### src/sv/epse_pkg.sv
// Package of the EAPOL-Start probe engine: codes, frame constants, the
// command type passed from front to back, and the start frame byte table.
package epse_pkg;

	typedef enum logic [1:0] {
		OpStart  = 2'd0,
		OpRxByte = 2'd1,
		OpTick   = 2'd2
	} op_t;

	localparam logic KindTx     = 1'b0;
	localparam logic KindReport = 1'b1;

	localparam logic [1:0] RegOwnMac   = 2'd0;
	localparam logic [1:0] RegTimeout  = 2'd1;
	localparam logic [1:0] RegInterval = 2'd2;
	localparam logic [1:0] RegMaxSends = 2'd3;

	localparam logic [15:0] EthertypePae = 16'h888E;
	localparam logic [7:0]  EapolPacket  = 8'd0;
	localparam logic [7:0]  EapRequest   = 8'd1;
	localparam logic [7:0]  EapSuccess   = 8'd3;
	localparam logic [7:0]  EapFailure   = 8'd4;

	localparam logic [4:0] FrameLastIdx = 5'd17;
	localparam logic [4:0] OffsetMax    = 5'd31;
	localparam logic [4:0] MinFrameLen  = 5'd18;
	localparam logic [4:0] EapFrameLen  = 5'd22;
	localparam logic [4:0] MethodLen    = 5'd23;

	localparam int QueueDepth = 4;

	typedef struct packed {
		logic [47:0] own_mac;
		logic [15:0] probe_timeout;
		logic [15:0] resend_interval_ms;
		logic [1:0]  max_sends;
	} cfg_t;

	// One unit of back-end work: either a whole start frame or one report.
	typedef struct packed {
		logic        is_report;
		logic [3:0]  flags;
		logic [7:0]  method;
		logic [15:0] count;
		logic [47:0] peer_mac;
	} cmd_t;

	function automatic logic [7:0] frame_byte(input logic [4:0] idx, input logic [47:0] mac);
		logic [7:0] b;
		case (idx)
			5'd0:  b = 8'h01;
			5'd1:  b = 8'h80;
			5'd2:  b = 8'hC2;
			5'd3:  b = 8'h00;
			5'd4:  b = 8'h00;
			5'd5:  b = 8'h03;
			5'd6:  b = mac[47:40];
			5'd7:  b = mac[39:32];
			5'd8:  b = mac[31:24];
			5'd9:  b = mac[23:16];
			5'd10: b = mac[15:8];
			5'd11: b = mac[7:0];
			5'd12: b = EthertypePae[15:8];
			5'd13: b = EthertypePae[7:0];
			5'd14: b = 8'h01;
			5'd15: b = 8'h01;
			default: b = 8'h00;
		endcase
		return b;
	endfunction

endpackage

### src/sv/epse_if.sv
// Valid/ready channel interfaces of the probe engine: input items and results.
// Standalone; no package dependency.
interface epse_in_if;
	logic       valid;
	logic       ready;
	logic [1:0] operation;
	logic [7:0] rx_byte;
	logic       rx_last;

	modport source (output valid, output operation, output rx_byte, output rx_last,
		input ready);
	modport sink (input valid, input operation, input rx_byte, input rx_last,
		output ready);
endinterface

interface epse_out_if;
	logic        valid;
	logic        ready;
	logic        kind;
	logic [7:0]  tx_byte;
	logic        last;
	logic        eapol_seen;
	logic        got_request;
	logic        got_success;
	logic        got_failure;
	logic [7:0]  eap_method;
	logic [15:0] frames_counted;
	logic [47:0] authenticator_mac;

	modport source (output valid, output kind, output tx_byte, output last,
		output eapol_seen, output got_request, output got_success, output got_failure,
		output eap_method, output frames_counted, output authenticator_mac,
		input ready);
	modport sink (input valid, input kind, input tx_byte, input last,
		input eapol_seen, input got_request, input got_success, input got_failure,
		input eap_method, input frames_counted, input authenticator_mac,
		output ready);
endinterface

### src/sv/epse_front.sv
// Front end of the probe engine: accepts requests, parses received frames,
// runs the probe timers and pushes start-frame or report commands. Uses epse_pkg.
module epse_front (
	input  logic            clk,
	input  logic            arst_n,
	epse_in_if.sink         in_ch,
	input  epse_pkg::cfg_t  cfg,
	input  logic            q_full,
	output logic            push,
	output epse_pkg::cmd_t  push_cmd
);

	logic        probe_active_q, active_n;
	logic [15:0] elapsed_q, elapsed_n, elapsed_inc;
	logic [1:0]  sends_q, sends_n;
	logic [4:0]  offset_q, offset_n, offset_inc;
	logic [47:0] src_mac_q, src_mac_n, src_cap;
	logic [15:0] ethertype_q, ethertype_n, eth_cap;
	logic [7:0]  eapol_type_q, eapol_type_n, etype_cap;
	logic [15:0] body_len_q, body_len_n, body_cap;
	logic [7:0]  eap_code_q, eap_code_n, code_cap;
	logic [7:0]  eap_type_q, eap_type_n, mtype_cap;
	logic [3:0]  flags_q, flags_n;
	logic [7:0]  method_q, method_n;
	logic [15:0] count_q, count_n;
	logic [47:0] peer_mac_q, peer_mac_n;
	logic [17:0] resend_at;
	logic        accept;
	logic        want_push;

	assign in_ch.ready = !q_full;
	assign accept = in_ch.valid && in_ch.ready;
	assign push = accept && want_push;

	assign offset_inc = (offset_q == epse_pkg::OffsetMax) ? offset_q : offset_q + 5'd1;
	assign elapsed_inc = (elapsed_q == 16'hFFFF) ? elapsed_q : elapsed_q + 16'd1;
	// sends_q is at most 3, so the product is two shifted adds.
	assign resend_at = ({2'b00, cfg.resend_interval_ms} & {18{sends_q[0]}})
		+ ({1'b0, cfg.resend_interval_ms, 1'b0} & {18{sends_q[1]}});

	always_comb begin
		src_cap   = src_mac_q;
		eth_cap   = ethertype_q;
		etype_cap = eapol_type_q;
		body_cap  = body_len_q;
		code_cap  = eap_code_q;
		mtype_cap = eap_type_q;
		case (offset_q)
			5'd6, 5'd7, 5'd8, 5'd9, 5'd10, 5'd11:
				src_cap = {src_mac_q[39:0], in_ch.rx_byte};
			5'd12, 5'd13: eth_cap = {ethertype_q[7:0], in_ch.rx_byte};
			5'd15: etype_cap = in_ch.rx_byte;
			5'd16, 5'd17: body_cap = {body_len_q[7:0], in_ch.rx_byte};
			5'd18: code_cap = in_ch.rx_byte;
			5'd22: mtype_cap = in_ch.rx_byte;
			default: ;
		endcase
	end

	always_comb begin
		active_n     = probe_active_q;
		elapsed_n    = elapsed_q;
		sends_n      = sends_q;
		offset_n     = offset_q;
		src_mac_n    = src_mac_q;
		ethertype_n  = ethertype_q;
		eapol_type_n = eapol_type_q;
		body_len_n   = body_len_q;
		eap_code_n   = eap_code_q;
		eap_type_n   = eap_type_q;
		flags_n      = flags_q;
		method_n     = method_q;
		count_n      = count_q;
		peer_mac_n   = peer_mac_q;
		want_push    = 1'b0;
		push_cmd.is_report = epse_pkg::KindTx;
		case (epse_pkg::op_t'(in_ch.operation))
			epse_pkg::OpStart: begin
				flags_n      = '0;
				method_n     = '0;
				count_n      = '0;
				peer_mac_n   = '0;
				offset_n     = '0;
				src_mac_n    = '0;
				ethertype_n  = '0;
				eapol_type_n = '0;
				body_len_n   = '0;
				eap_code_n   = '0;
				eap_type_n   = '0;
				active_n     = 1'b1;
				elapsed_n    = '0;
				sends_n      = 2'd1;
				want_push    = 1'b1;
			end
			epse_pkg::OpRxByte: begin
				offset_n     = offset_inc;
				src_mac_n    = src_cap;
				ethertype_n  = eth_cap;
				eapol_type_n = etype_cap;
				body_len_n   = body_cap;
				eap_code_n   = code_cap;
				eap_type_n   = mtype_cap;
				if (in_ch.rx_last) begin
					if (probe_active_q && offset_inc >= epse_pkg::MinFrameLen
							&& eth_cap == epse_pkg::EthertypePae) begin
						if (count_q != 16'hFFFF) count_n = count_q + 16'd1;
						flags_n[0] = 1'b1;
						peer_mac_n = src_cap;
						if (etype_cap == epse_pkg::EapolPacket && body_cap >= 16'd4
								&& offset_inc >= epse_pkg::EapFrameLen) begin
							if (code_cap == epse_pkg::EapRequest) begin
								flags_n[1] = 1'b1;
								if (body_cap >= 16'd5 && offset_inc >= epse_pkg::MethodLen)
									method_n = mtype_cap;
							end else if (code_cap == epse_pkg::EapSuccess) begin
								flags_n[2] = 1'b1;
							end else if (code_cap == epse_pkg::EapFailure) begin
								flags_n[3] = 1'b1;
							end
						end
					end
					offset_n     = '0;
					src_mac_n    = '0;
					ethertype_n  = '0;
					eapol_type_n = '0;
					body_len_n   = '0;
					eap_code_n   = '0;
					eap_type_n   = '0;
					if (probe_active_q && flags_n[3:1] != 3'b000) begin
						active_n  = 1'b0;
						want_push = 1'b1;
						push_cmd.is_report = epse_pkg::KindReport;
					end
				end
			end
			epse_pkg::OpTick: begin
				if (probe_active_q) begin
					elapsed_n = elapsed_inc;
					if (elapsed_inc >= cfg.probe_timeout) begin
						active_n  = 1'b0;
						want_push = 1'b1;
						push_cmd.is_report = epse_pkg::KindReport;
					end else if (sends_q < cfg.max_sends
							&& {2'b00, elapsed_inc} > resend_at) begin
						sends_n   = sends_q + 2'd1;
						want_push = 1'b1;
					end
				end
			end
			default: ;
		endcase
		push_cmd.flags    = flags_n;
		push_cmd.method   = method_n;
		push_cmd.count    = count_n;
		push_cmd.peer_mac = peer_mac_n;
	end

	always_ff @(posedge clk or negedge arst_n) begin
		if (!arst_n) begin
			probe_active_q <= 1'b0;
			elapsed_q      <= '0;
			sends_q        <= '0;
			offset_q       <= '0;
			src_mac_q      <= '0;
			ethertype_q    <= '0;
			eapol_type_q   <= '0;
			body_len_q     <= '0;
			eap_code_q     <= '0;
			eap_type_q     <= '0;
			flags_q        <= '0;
			method_q       <= '0;
			count_q        <= '0;
			peer_mac_q     <= '0;
		end else if (accept) begin
			probe_active_q <= active_n;
			elapsed_q      <= elapsed_n;
			sends_q        <= sends_n;
			offset_q       <= offset_n;
			src_mac_q      <= src_mac_n;
			ethertype_q    <= ethertype_n;
			eapol_type_q   <= eapol_type_n;
			body_len_q     <= body_len_n;
			eap_code_q     <= eap_code_n;
			eap_type_q     <= eap_type_n;
			flags_q        <= flags_n;
			method_q       <= method_n;
			count_q        <= count_n;
			peer_mac_q     <= peer_mac_n;
		end
	end

endmodule

### src/sv/epse_cmd_queue.sv
// Short command queue between the front and back ends of the probe engine.
// Register-based FIFO of epse_pkg::cmd_t entries.
module epse_cmd_queue (
	input  logic            clk,
	input  logic            arst_n,
	input  logic            push,
	input  epse_pkg::cmd_t  push_cmd,
	input  logic            pop,
	output epse_pkg::cmd_t  head,
	output logic            head_valid,
	output logic            full
);

	localparam int PtrW = $clog2(epse_pkg::QueueDepth);
	localparam int CntW = $clog2(epse_pkg::QueueDepth + 1);
	localparam logic [PtrW-1:0] PtrLast = PtrW'(epse_pkg::QueueDepth - 1);
	localparam logic [CntW-1:0] CntFull = CntW'(epse_pkg::QueueDepth);

	epse_pkg::cmd_t entries_q [epse_pkg::QueueDepth];
	logic [PtrW-1:0] rd_q, wr_q;
	logic [CntW-1:0] count_q;

	assign full = (count_q == CntFull);
	assign head_valid = (count_q != '0);
	assign head = entries_q[rd_q];

	always_ff @(posedge clk) begin
		if (push) entries_q[wr_q] <= push_cmd;
	end

	always_ff @(posedge clk or negedge arst_n) begin
		if (!arst_n) begin
			rd_q    <= '0;
			wr_q    <= '0;
			count_q <= '0;
		end else begin
			if (push) wr_q <= (wr_q == PtrLast) ? '0 : wr_q + 1'b1;
			if (pop) rd_q <= (rd_q == PtrLast) ? '0 : rd_q + 1'b1;
			if (push && !pop) count_q <= count_q + 1'b1;
			else if (pop && !push) count_q <= count_q - 1'b1;
		end
	end

endmodule

### src/sv/epse_back.sv
// Back end of the probe engine: expands queued commands into result items,
// 18 frame bytes or one report, into an output register. Uses epse_pkg.
module epse_back (
	input  logic            clk,
	input  logic            arst_n,
	input  epse_pkg::cmd_t  head,
	input  logic            head_valid,
	input  logic [47:0]     own_mac,
	output logic            pop,
	epse_out_if.source      out_ch
);

	logic        out_valid_q;
	logic [4:0]  idx_q;
	logic        advance;
	logic        kind_q, last_q;
	logic [7:0]  tx_byte_q;
	logic [3:0]  flags_q;
	logic [7:0]  method_q;
	logic [15:0] count_q;
	logic [47:0] mac_q;

	assign advance = !out_valid_q || out_ch.ready;
	assign pop = advance && head_valid && (head.is_report || idx_q == epse_pkg::FrameLastIdx);

	always_ff @(posedge clk or negedge arst_n) begin
		if (!arst_n) begin
			out_valid_q <= 1'b0;
			idx_q       <= '0;
		end else if (advance) begin
			out_valid_q <= head_valid;
			if (head_valid && !head.is_report)
				idx_q <= (idx_q == epse_pkg::FrameLastIdx) ? '0 : idx_q + 5'd1;
		end
	end

	always_ff @(posedge clk) begin
		if (advance && head_valid) begin
			if (head.is_report) begin
				kind_q    <= epse_pkg::KindReport;
				tx_byte_q <= '0;
				last_q    <= 1'b1;
				flags_q   <= head.flags;
				method_q  <= head.method;
				count_q   <= head.count;
				mac_q     <= head.peer_mac;
			end else begin
				kind_q    <= epse_pkg::KindTx;
				tx_byte_q <= epse_pkg::frame_byte(idx_q, own_mac);
				last_q    <= (idx_q == epse_pkg::FrameLastIdx);
				flags_q   <= '0;
				method_q  <= '0;
				count_q   <= '0;
				mac_q     <= '0;
			end
		end
	end

	assign out_ch.valid             = out_valid_q;
	assign out_ch.kind              = kind_q;
	assign out_ch.tx_byte           = tx_byte_q;
	assign out_ch.last              = last_q;
	assign out_ch.eapol_seen        = flags_q[0];
	assign out_ch.got_request       = flags_q[1];
	assign out_ch.got_success       = flags_q[2];
	assign out_ch.got_failure       = flags_q[3];
	assign out_ch.eap_method        = method_q;
	assign out_ch.frames_counted    = count_q;
	assign out_ch.authenticator_mac = mac_q;

endmodule

### src/sv/eapol_start_probe_engine_unit.sv
// Requests are taken in the cycle they are offered while the 4-entry command queue
// has room; its result passes a queue entry and then the output register.
// Throughput: one request per cycle while the queue has room; the back end sends one
// result per cycle while the sink is ready; a frame is 18 items, a report one.
// Reset: arst_n clears all control state and loads the register reset values.
module eapol_start_probe_engine_unit (
	input  logic        clk,
	input  logic        arst_n,
	epse_in_if.sink     in_ch,
	epse_out_if.source  out_ch,
	input  logic        psel,
	input  logic        penable,
	input  logic        pwrite,
	input  logic [4:0]  paddr,
	input  logic [63:0] pwdata,
	output logic [63:0] prdata,
	output logic        pready
);

	epse_pkg::cfg_t cfg_q;
	epse_pkg::cmd_t push_cmd, head;
	logic push, pop, head_valid, q_full;
	logic cfg_write;

	assign pready = 1'b1;
	assign cfg_write = psel && penable && pwrite && pready;

	always_ff @(posedge clk or negedge arst_n) begin
		if (!arst_n) begin
			cfg_q.own_mac            <= '0;
			cfg_q.probe_timeout      <= 16'd5000;
			cfg_q.resend_interval_ms <= 16'd1000;
			cfg_q.max_sends          <= 2'd3;
		end else if (cfg_write) begin
			case (paddr[4:3])
				epse_pkg::RegOwnMac:   cfg_q.own_mac <= pwdata[47:0];
				epse_pkg::RegTimeout:  cfg_q.probe_timeout <= pwdata[15:0];
				epse_pkg::RegInterval: cfg_q.resend_interval_ms <= pwdata[15:0];
				epse_pkg::RegMaxSends: cfg_q.max_sends <= pwdata[1:0];
				default: ;
			endcase
		end
	end

	always_comb begin
		case (paddr[4:3])
			epse_pkg::RegOwnMac:   prdata = {16'b0, cfg_q.own_mac};
			epse_pkg::RegTimeout:  prdata = {48'b0, cfg_q.probe_timeout};
			epse_pkg::RegInterval: prdata = {48'b0, cfg_q.resend_interval_ms};
			epse_pkg::RegMaxSends: prdata = {62'b0, cfg_q.max_sends};
			default:               prdata = '0;
		endcase
	end

	epse_front u_front (
		.clk      (clk),
		.arst_n   (arst_n),
		.in_ch    (in_ch),
		.cfg      (cfg_q),
		.q_full   (q_full),
		.push     (push),
		.push_cmd (push_cmd)
	);

	epse_cmd_queue u_queue (
		.clk        (clk),
		.arst_n     (arst_n),
		.push       (push),
		.push_cmd   (push_cmd),
		.pop        (pop),
		.head       (head),
		.head_valid (head_valid),
		.full       (q_full)
	);

	epse_back u_back (
		.clk        (clk),
		.arst_n     (arst_n),
		.head       (head),
		.head_valid (head_valid),
		.own_mac    (cfg_q.own_mac),
		.pop        (pop),
		.out_ch     (out_ch)
	);

endmodule

### src/flat_wrapper.sv
// flat-port wrapper written by rule: the top's interface ports become plain ports
module eapol_start_probe_engine_unit_flat 
  (clk, arst_n, psel, penable, pwrite, paddr, pwdata, prdata, pready, in_ch_valid, in_ch_operation, in_ch_rx_byte, in_ch_rx_last, in_ch_ready, out_ch_valid, out_ch_kind, out_ch_tx_byte, out_ch_last, out_ch_eapol_seen, out_ch_got_request, out_ch_got_success, out_ch_got_failure, out_ch_eap_method, out_ch_frames_counted, out_ch_authenticator_mac, out_ch_ready);
  epse_in_if in_ch_i ();
  epse_out_if out_ch_i ();
  input  logic clk;
  input  logic arst_n;
  input  logic psel;
  input  logic penable;
  input  logic pwrite;
  input  logic [4:0] paddr;
  input  logic [63:0] pwdata;
  output logic [63:0] prdata;
  output logic pready;
  input wire logic [$bits(in_ch_i.valid)-1:0] in_ch_valid;
  input wire logic [$bits(in_ch_i.operation)-1:0] in_ch_operation;
  input wire logic [$bits(in_ch_i.rx_byte)-1:0] in_ch_rx_byte;
  input wire logic [$bits(in_ch_i.rx_last)-1:0] in_ch_rx_last;
  output wire logic [$bits(in_ch_i.ready)-1:0] in_ch_ready;
  output wire logic [$bits(out_ch_i.valid)-1:0] out_ch_valid;
  output wire logic [$bits(out_ch_i.kind)-1:0] out_ch_kind;
  output wire logic [$bits(out_ch_i.tx_byte)-1:0] out_ch_tx_byte;
  output wire logic [$bits(out_ch_i.last)-1:0] out_ch_last;
  output wire logic [$bits(out_ch_i.eapol_seen)-1:0] out_ch_eapol_seen;
  output wire logic [$bits(out_ch_i.got_request)-1:0] out_ch_got_request;
  output wire logic [$bits(out_ch_i.got_success)-1:0] out_ch_got_success;
  output wire logic [$bits(out_ch_i.got_failure)-1:0] out_ch_got_failure;
  output wire logic [$bits(out_ch_i.eap_method)-1:0] out_ch_eap_method;
  output wire logic [$bits(out_ch_i.frames_counted)-1:0] out_ch_frames_counted;
  output wire logic [$bits(out_ch_i.authenticator_mac)-1:0] out_ch_authenticator_mac;
  input wire logic [$bits(out_ch_i.ready)-1:0] out_ch_ready;
  assign in_ch_i.valid = in_ch_valid;
  assign in_ch_i.operation = in_ch_operation;
  assign in_ch_i.rx_byte = in_ch_rx_byte;
  assign in_ch_i.rx_last = in_ch_rx_last;
  assign in_ch_ready = in_ch_i.ready;
  assign out_ch_valid = out_ch_i.valid;
  assign out_ch_kind = out_ch_i.kind;
  assign out_ch_tx_byte = out_ch_i.tx_byte;
  assign out_ch_last = out_ch_i.last;
  assign out_ch_eapol_seen = out_ch_i.eapol_seen;
  assign out_ch_got_request = out_ch_i.got_request;
  assign out_ch_got_success = out_ch_i.got_success;
  assign out_ch_got_failure = out_ch_i.got_failure;
  assign out_ch_eap_method = out_ch_i.eap_method;
  assign out_ch_frames_counted = out_ch_i.frames_counted;
  assign out_ch_authenticator_mac = out_ch_i.authenticator_mac;
  assign out_ch_i.ready = out_ch_ready;
  eapol_start_probe_engine_unit u_core (.clk(clk), .arst_n(arst_n), .in_ch(in_ch_i), .out_ch(out_ch_i), .psel(psel), .penable(penable), .pwrite(pwrite), .paddr(paddr), .pwdata(pwdata), .prdata(prdata), .pready(pready));
endmodule
### config.mk
export PLATFORM = sky130hd
export DESIGN_NAME = eapol_start_probe_engine_unit_flat
export DESIGN_NICKNAME = d
export VERILOG_FILES = /design/src/sv/epse_pkg.sv /design/src/sv/epse_if.sv /design/src/sv/epse_front.sv /design/src/sv/epse_cmd_queue.sv /design/src/sv/epse_back.sv /design/src/sv/eapol_start_probe_engine_unit.sv /design/src/flat_wrapper.sv
export SDC_FILE = /design/constraint.sdc
export NUM_CORES = 1
export LEC_CHECK = 0
export ABC_AREA = 1
export BUFFER_PORTS_ARGS = -buffer_cell sky130_fd_sc_hd__buf_2
export CORE_MARGIN = 2
export CORE_UTILIZATION = 50
export DETAILED_ROUTE_END_ITERATION = 7
export PLACE_DENSITY = 0.73
export SLEW_MARGIN = 30
export SYNTH_ARGS = -nofsm -noshare
export SYNTH_HDL_FRONTEND = slang
export SYNTH_SLANG_ARGS = --single-unit
### constraint.sdc
create_clock -name clk -period 12.8 [get_ports clk]
set_input_delay 2.56 -clock clk [delete_from_list [all_inputs] [get_ports clk]]
set_output_delay 2.56 -clock clk [all_outputs]
set_load 0.1 [all_outputs]
Word level (Yosys, flattened, before mapping):

Memory sizes are Yosys's and may differ from the RTL's.
Cells that the tools add are included.

* bits in writable memories: 308
* word-level logic and storage cells: 220
* memories kept: 1
* ROM bits: 0
* register bits: 385
* bits in latches: 0

* $add $sub $neg: 10
* bitwise operators: 2
* $mul: 0
* shifts and indexed selects: 0
* muxes and demuxes: 76
* eq/ne operators: 47
* divide/modulo/power cells: 0
* magnitude comparators: 8
* reductions and logical operators: 46

Memory list
* u_core.u_queue.entries_q: words 4, bits a word 77, read ports 1, clocked after Yosys merged registers in 0, wr ports 1, RTL line epse_cmd_queue.sv:19 `epse_pkg::cmd_t entries_q [epse_pkg::QueueDepth];`

Operators by type and width (count)
* $pmux 64 s4: 1
* $mux 48: 4
* $pmux 48 s2: 2
* $mux 16: 9
* $pmux 16 s2: 4
* $pmux 8 s12: 1
* $mux 8: 11
* $eq 5x4->1 const B: 15
* $pmux 8 s2: 4
* $add 16x1->16 const B: 2
* $eq 16x16->1 const B: 2
* $ge 16x3->1 const B: 2
* $eq 5x5->1 const B: 6
* $eq 5x3->1 const B: 5
* $add 18x18->18: 1
* $and 16x18->18: 1
* $and 17x18->18: 1
* $gt 16x18->1: 1
* $mux 1: 18
* $ge 16x16->1: 1
* $logic_and 1x1->1: 16
* $mux 4: 4
* $ne 16x16->1 const B: 1
* $ge 5x5->1 const B: 3
* 36 further kinds: 74

Longest topological paths before layout:

* depth after elaboration: 20
* mapped depth: 35

Hierarchy:

From an unflattened synthesis, not the netlist that was laid out.

* cell total of the unflattened synthesis: 3833
* area, all modules: 34928.5 µm²

By module, submodules not included
* epse_front: sequential area each 5104.9 µm², area each 13649.3 µm², cells an instance 1938, instances 1
* epse_cmd_queue: sequential area each 9424.0 µm², area each 13135.1 µm², cells an instance 951, instances 1
* epse_back: sequential area each 2732.6 µm², area each 4194.0 µm², cells an instance 423, instances 1
* eapol_start_probe_engine_unit: sequential area each 2068.2 µm², area each 3950.0 µm², cells an instance 521, instances 1

Worst setup path before layout:

Ideal clock, no wire load.

* kind: input-to-reg
* start point: in out_ch_ready
* end point: reg u_core.u_queue.count_q[1]
* data arrival time: 8.045 ns
* path slack: 4.630 ns
* setup time: 0.125 ns
* stages: 7
* cell sequence: nor2_1 > nor2_1 > nand2_1 > ha_1 > inv_1 > fa_1 > mux2_2

* longest elaborated chain between the ends: 6
* elaborated cells on any way between the ends: 8
* classes of those cells: 1 x mux; 7 x reduce/logical

Ends and longest elaborated chain
* start, declared: RTL line flat_wrapper.sv:31 `input wire logic [$bits(out_ch_i.ready)-1:0] out_ch_ready;`
* $logic_or 1x1->1 (*): RTL line epse_back.sv:23 `assign advance = !out_valid_q || out_ch.ready;`
* $logic_and 1x1->1 (*) (2 in a row): RTL line epse_back.sv:24 `assign pop = advance && head_valid && (head.is_report || idx_q == epse_pkg::FrameLastIdx);`
* $logic_not 1->1: RTL line epse_cmd_queue.sv:39 `if (push && !pop) count_q <= count_q + 1'b1;`
* $logic_and 1x1->1: RTL line epse_cmd_queue.sv:39
* $mux 3 or $reduce_bool 2->1 (tied branches)
* end signal, assigned: RTL line epse_cmd_queue.sv:39
* end signal, assigned: RTL line epse_cmd_queue.sv:40 `else if (pop && !push) count_q <= count_q - 1'b1;`
* end, declared: RTL line epse_cmd_queue.sv:21 `logic [CntW-1:0] count_q;`

Mark *: on every way between the ends. The rest lies on a longest branch, timed or not.
A chain may end at the register's enable or synchronous reset.

Final worst setup path:

* start point: in paddr[4]
* end point: out prdata[6]

* longest elaborated chain between the ends: 2
* elaborated cells on any way between the ends: 5
* classes of those cells: 3 x eq/ne; 1 x mux; 1 x reduce/logical

Ends and longest elaborated chain
* start, declared: RTL line flat_wrapper.sv:11 `input logic [4:0] paddr;`
* $eq 2x2->1 (tied with other cells): RTL line eapol_start_probe_engine_unit.sv:46 `case (paddr[4:3])`
* $pmux 64 s4 (*): RTL line eapol_start_probe_engine_unit.sv:46
* end, declared: RTL line flat_wrapper.sv:13 `output logic [63:0] prdata;`

Mark *: on every way between the ends. The rest lies on a longest branch, timed or not. The select of a mux whose other input is x is not followed.

==> run summary <==
## Outcome
• completed — result of the run

## Detailed routing
• 80400 µm — overall routed net length
• 0 — Post-DRT Antenna Nets
• 17.6 µm — routed len/inst
• 5.48 — number of vias per cell
• 25000 — number of vias after detailed routing
• 6 — first-pass detailed-route iteration total
• 0 — post-route DRC violation count
• 2412 — number of DRC violations after detailed-routing iteration 0

## Floorplanning
• 0.0655 mm² — standard cell core area
• 261 µm — Die Ht
• 0.0679 mm² — DIE AREA
• 261 µm — horizontal die dimension
• 0.503 — initial core utilization
• 240 — # IOs
• 94 — row cnt

## CTS
• 3 — maximum root-to-sink buffer count
• yes — clock tree from TritonCTS
• 693 — clock sink count
• 0.62 ns — Clk Latency, worst-skew pair
• 74 — clock buffer count from CTS
• 0 — PostCTS Resize Cnt
• 0.05 ns — clock transition at the registers of the reported paths
• 3 — count of H-tree levels built during CTS
• 0 — Post-CTS Setup Repair Bufs
• 0 — hold-fix buffers at CTS
• sky130_fd_sc_hd__clkbuf_16 — root buffer cell

## Setup path
• input port — Critical Path Source Type
• sky130_fd_sc_hd__buf_2 — most used cell along the critical path
• 10.24 ns — Crit path required time
• buffers and inverters — dominant delay contributor by cell family on the critical path
• 4.54 ns — crit path DAT
• 3 — WP buf/inv
• 6.77 ns — register-to-register path setup slack
• u_core.u_queue.entries_q[1][40] — Reg-to-Reg End
• sky130_fd_sc_hd__nor2_1 — Slowest cell on crit path
• buf_2 -> nor2_1 -> inv_2 -> o221ai_1 -> buf_2 — Cell Chain, Critical Path
• 0.55 ns — highest cell delay on the worst timing path
• in2out — classification of the worst setup path
• 39 — peak fanout along the critical path
• u_core.u_front.elapsed_q[3] — startpoint of the worst register-to-register path
• 28 — length in cells of the worst reg-to-reg path
• output pin — Worst setup EP type

## Yosys
• 693 — FF+latch count, synth
• 0 — number of warnings printed during yosys synthesis
• 0.0329 mm² — cell area after synthesis
• sky130_fd_sc_hd__edfxtp_1 — library cell occupying the most area in the post-synthesis netlist
• 3510 — Gate Count Post-Synth
• 9.38 µm² — Post-Syn Area per Cell
• sky130_fd_sc_hd__nand2_1 — most numerous cell in the Yosys netlist
• sky130_fd_sc_hd__edfxtp_1, sky130_fd_sc_hd__dfrtp_1, sky130_fd_sc_hd__nand2_1 — largest cells by area after synthesis
• 394 — EDFF count, synth
• sky130_fd_sc_hd__edfxtp_1 — Post-synth top flop
• 0.587 — sequential area share after synthesis
• sky130_fd_sc_hd__nand2_1, sky130_fd_sc_hd__inv_1, sky130_fd_sc_hd__edfxtp_1 — most instantiated cells after synthesis
• 0.359 — share of the synthesized area in the top cell type
• 56 — count of unique library cells instantiated by Yosys
• 0.431 — share of synthesized registers carrying an async set or reset

## Placed design
• 0.932 — weighted congestion at the end of routability-driven global placement
• 4426 — number of placed instances, taps included
• 203 — total of buffers placed on input and output ports
• 0.0345 mm² — Placed Instance Area
• 50100 µm — total half-perimeter wirelength after legalization and detailed placement

## Timing
• no — unrepaired setup endpoints after global routing
• 0.971 ns — Least-Margin Pin Slew
• 0 — Final Max Slew Viols
• 0.141 GHz — fmax
• 0.0209 ns — final setup skew
• 0 — count of final setup violators
• 7.10 ns — time the final worst path needs with I/O delays and setup
• 0.555 — part of the cycle the worst path needs
• 0 ns — setup TNS after final layout
• 0.350 — headroom to the max-slew limit
• 0 — final hold viol count

## Flow run
• 0 — MaxCap Viol Count

## Power and ir drop
• 0.431 — switch share
• 0.171 mV — peak supply drop
• 3470 µW — switching power of the nets
• 0.262 — fraction of power consumed by the clock network
• 4580 µW — cell-internal power
• 0.0161 µW — Static Leak
• 0.371 — combinational power share
• 0.367 — part of the total power dissipated in sequential elements
• 218 mW/mm² — Power Dens Cells

## Worst hold path
• u_core.u_front.body_len_q[9] — hold worst-path end
• reg2reg — path type of the worst min-delay path
• 2 — number of cells traversed by the worst hold path
• u_core.u_front.body_len_q[9] — source of the worst hold timing path

## Global routing
• 0.236 — Tot GR Track Use
• 3 — number of antenna violations at the first check in global routing
• 23700 — vias in the first global route
• 0 — total global routing overflow
• 127000 µm — first-pass GRT wire length
• 101 — pin count of the biggest net entering global routing

## Final layout
• 0.111 — fraction of final layout cells with drive strength greater than 1
• 12.3% — layout overhead on the synthesized area
• 3797 — number of nets in the finished design
• 0.0370 mm² — final design instance area without fill
• 5604 — fill cell total of the finished layout
• 4564 — non-filler cells, final
• 0 — # diodes

-- sequential cells by signal, summed over array words and instances, names as in the netlist, 48 cells and up --
name                                    count
u_core.u_front.peer_mac_q                  48
u_core.cfg_q                               82
u_core.u_front.src_mac_q                   48
u_core.u_back.out_ch.authenticator_mac     48
u_core.u_queue.entries_q                  308
-- area by class of cell --
class | instances | area (µm²) | share of cell area
multi-input cells | 2117 | 10900 | 0.295
well taps | 864 | 1080 | 0.0292
clock inverters | 33 | 313 | 0.00846
inverters | 522 | 1970 | 0.0532
clock buffers | 104 | 2090 | 0.0564
repair buffers | 231 | 1280 | 0.0347
flip-flops and latches | 693 | 19300 | 0.523
-- per-stage QoR --
stage | worst slack, ns | utilization | power (µW) | hold slack [ns]
floorplan | 4.63 | - | 5320 | 0.448
global placement | 5.49 | 0.527 | 5930 | 0.461
detailed placement | 5.44 | 0.527 | 5970 | 0.469
CTS | 5.41 | 0.564 | 8090 | 0.484
global route | 5.55 | 0.565 | 8430 | 0.507
finish | 5.70 | 0.565 | 8050 | 0.485
-- metal layers --
metal,vias to the layer above,wire length [µm],GRT usage
met1,12000,35200,0.324
met5,-,45,0
li1,12100,-,-
met3,139,4790,0.0357
met2,812,38300,0.388
met4,6,2000,0.0759
-- power by group through the flow --
stage               Combinational, µW  Clock [µW]  Sequential (µW)
floorplan                        1340           0             3980
global placement                 2940           0             2990
detailed placement               2980           0             2990
CTS                              2990        2140             2950
global route                     3220        2230             2990
finish                           2980        2110             2950
-- layout by cell type (no fill, tap or decap), types with 24 or more instances in the layout --
| cell | n |
|---|---|
| sky130_fd_sc_hd__a21oi_1 | 116 |
| sky130_fd_sc_hd__edfxtp_1 | 394 |
| sky130_fd_sc_hd__o21ai_1 | 59 |
| sky130_fd_sc_hd__o21a_1 | 34 |
| sky130_fd_sc_hd__nand3_1 | 98 |
| sky130_fd_sc_hd__ha_1 | 68 |
| sky130_fd_sc_hd__buf_2 | 202 |
| sky130_fd_sc_hd__o21ai_0 | 387 |
| sky130_fd_sc_hd__dfrtp_1 | 284 |
| sky130_fd_sc_hd__o211ai_1 | 24 |
| sky130_fd_sc_hd__nand2_1 | 582 |
| sky130_fd_sc_hd__inv_1 | 513 |
| sky130_fd_sc_hd__o22ai_1 | 230 |
| sky130_fd_sc_hd__nor3_1 | 27 |
| sky130_fd_sc_hd__nand4_1 | 24 |
| sky130_fd_sc_hd__clkbuf_16 | 76 |
| sky130_fd_sc_hd__nor2_1 | 319 |
-- worst max-delay path by stage --
| stage | depth (start not counted) | to | startpoint | slack (ns) |
|---|---|---|---|---|
| after global routing | 5 | prdata[6] | paddr[4] | 5.55 |
| after CTS | 5 | prdata[3] | paddr[4] | 5.41 |
| after floorplan | 7 | u_core.u_queue.count_q[1] | out_ch_ready | 4.63 |
| final | 5 | prdata[6] | paddr[4] | 5.70 |
| after detailed placement | 5 | prdata[6] | paddr[4] | 5.44 |
| after global placement | 5 | prdata[6] | paddr[4] | 5.49 |
-- worst min-delay path: cells and delay by family, from the launching register on --
family             cells  cell delay [ns]
AOI/OAI and AO/OA      1             0.06
DFF                    1             0.34
and+or+nand+nor        1             0.05
-- logic make-up after synthesis --
| family | Yosys count | synth area share |
|---|---|---|
| AND/OR/NAND/NOR | 1106 | 0.138 |
| AO/OA/AOI/OAI | 892 | 0.153 |
| buffers and inverters | 715 | 0.0862 |
| flip-flops | 693 | 0.587 |
| adder cells (fa/ha/maj) | 71 | 0.0274 |
| XOR/XNOR | 30 | 0.00798 |
| other | 2 | 0.000228 |
| multiplexers | 1 | 0.000342 |
No activity file was read; power rests on OpenSTA's default activity.
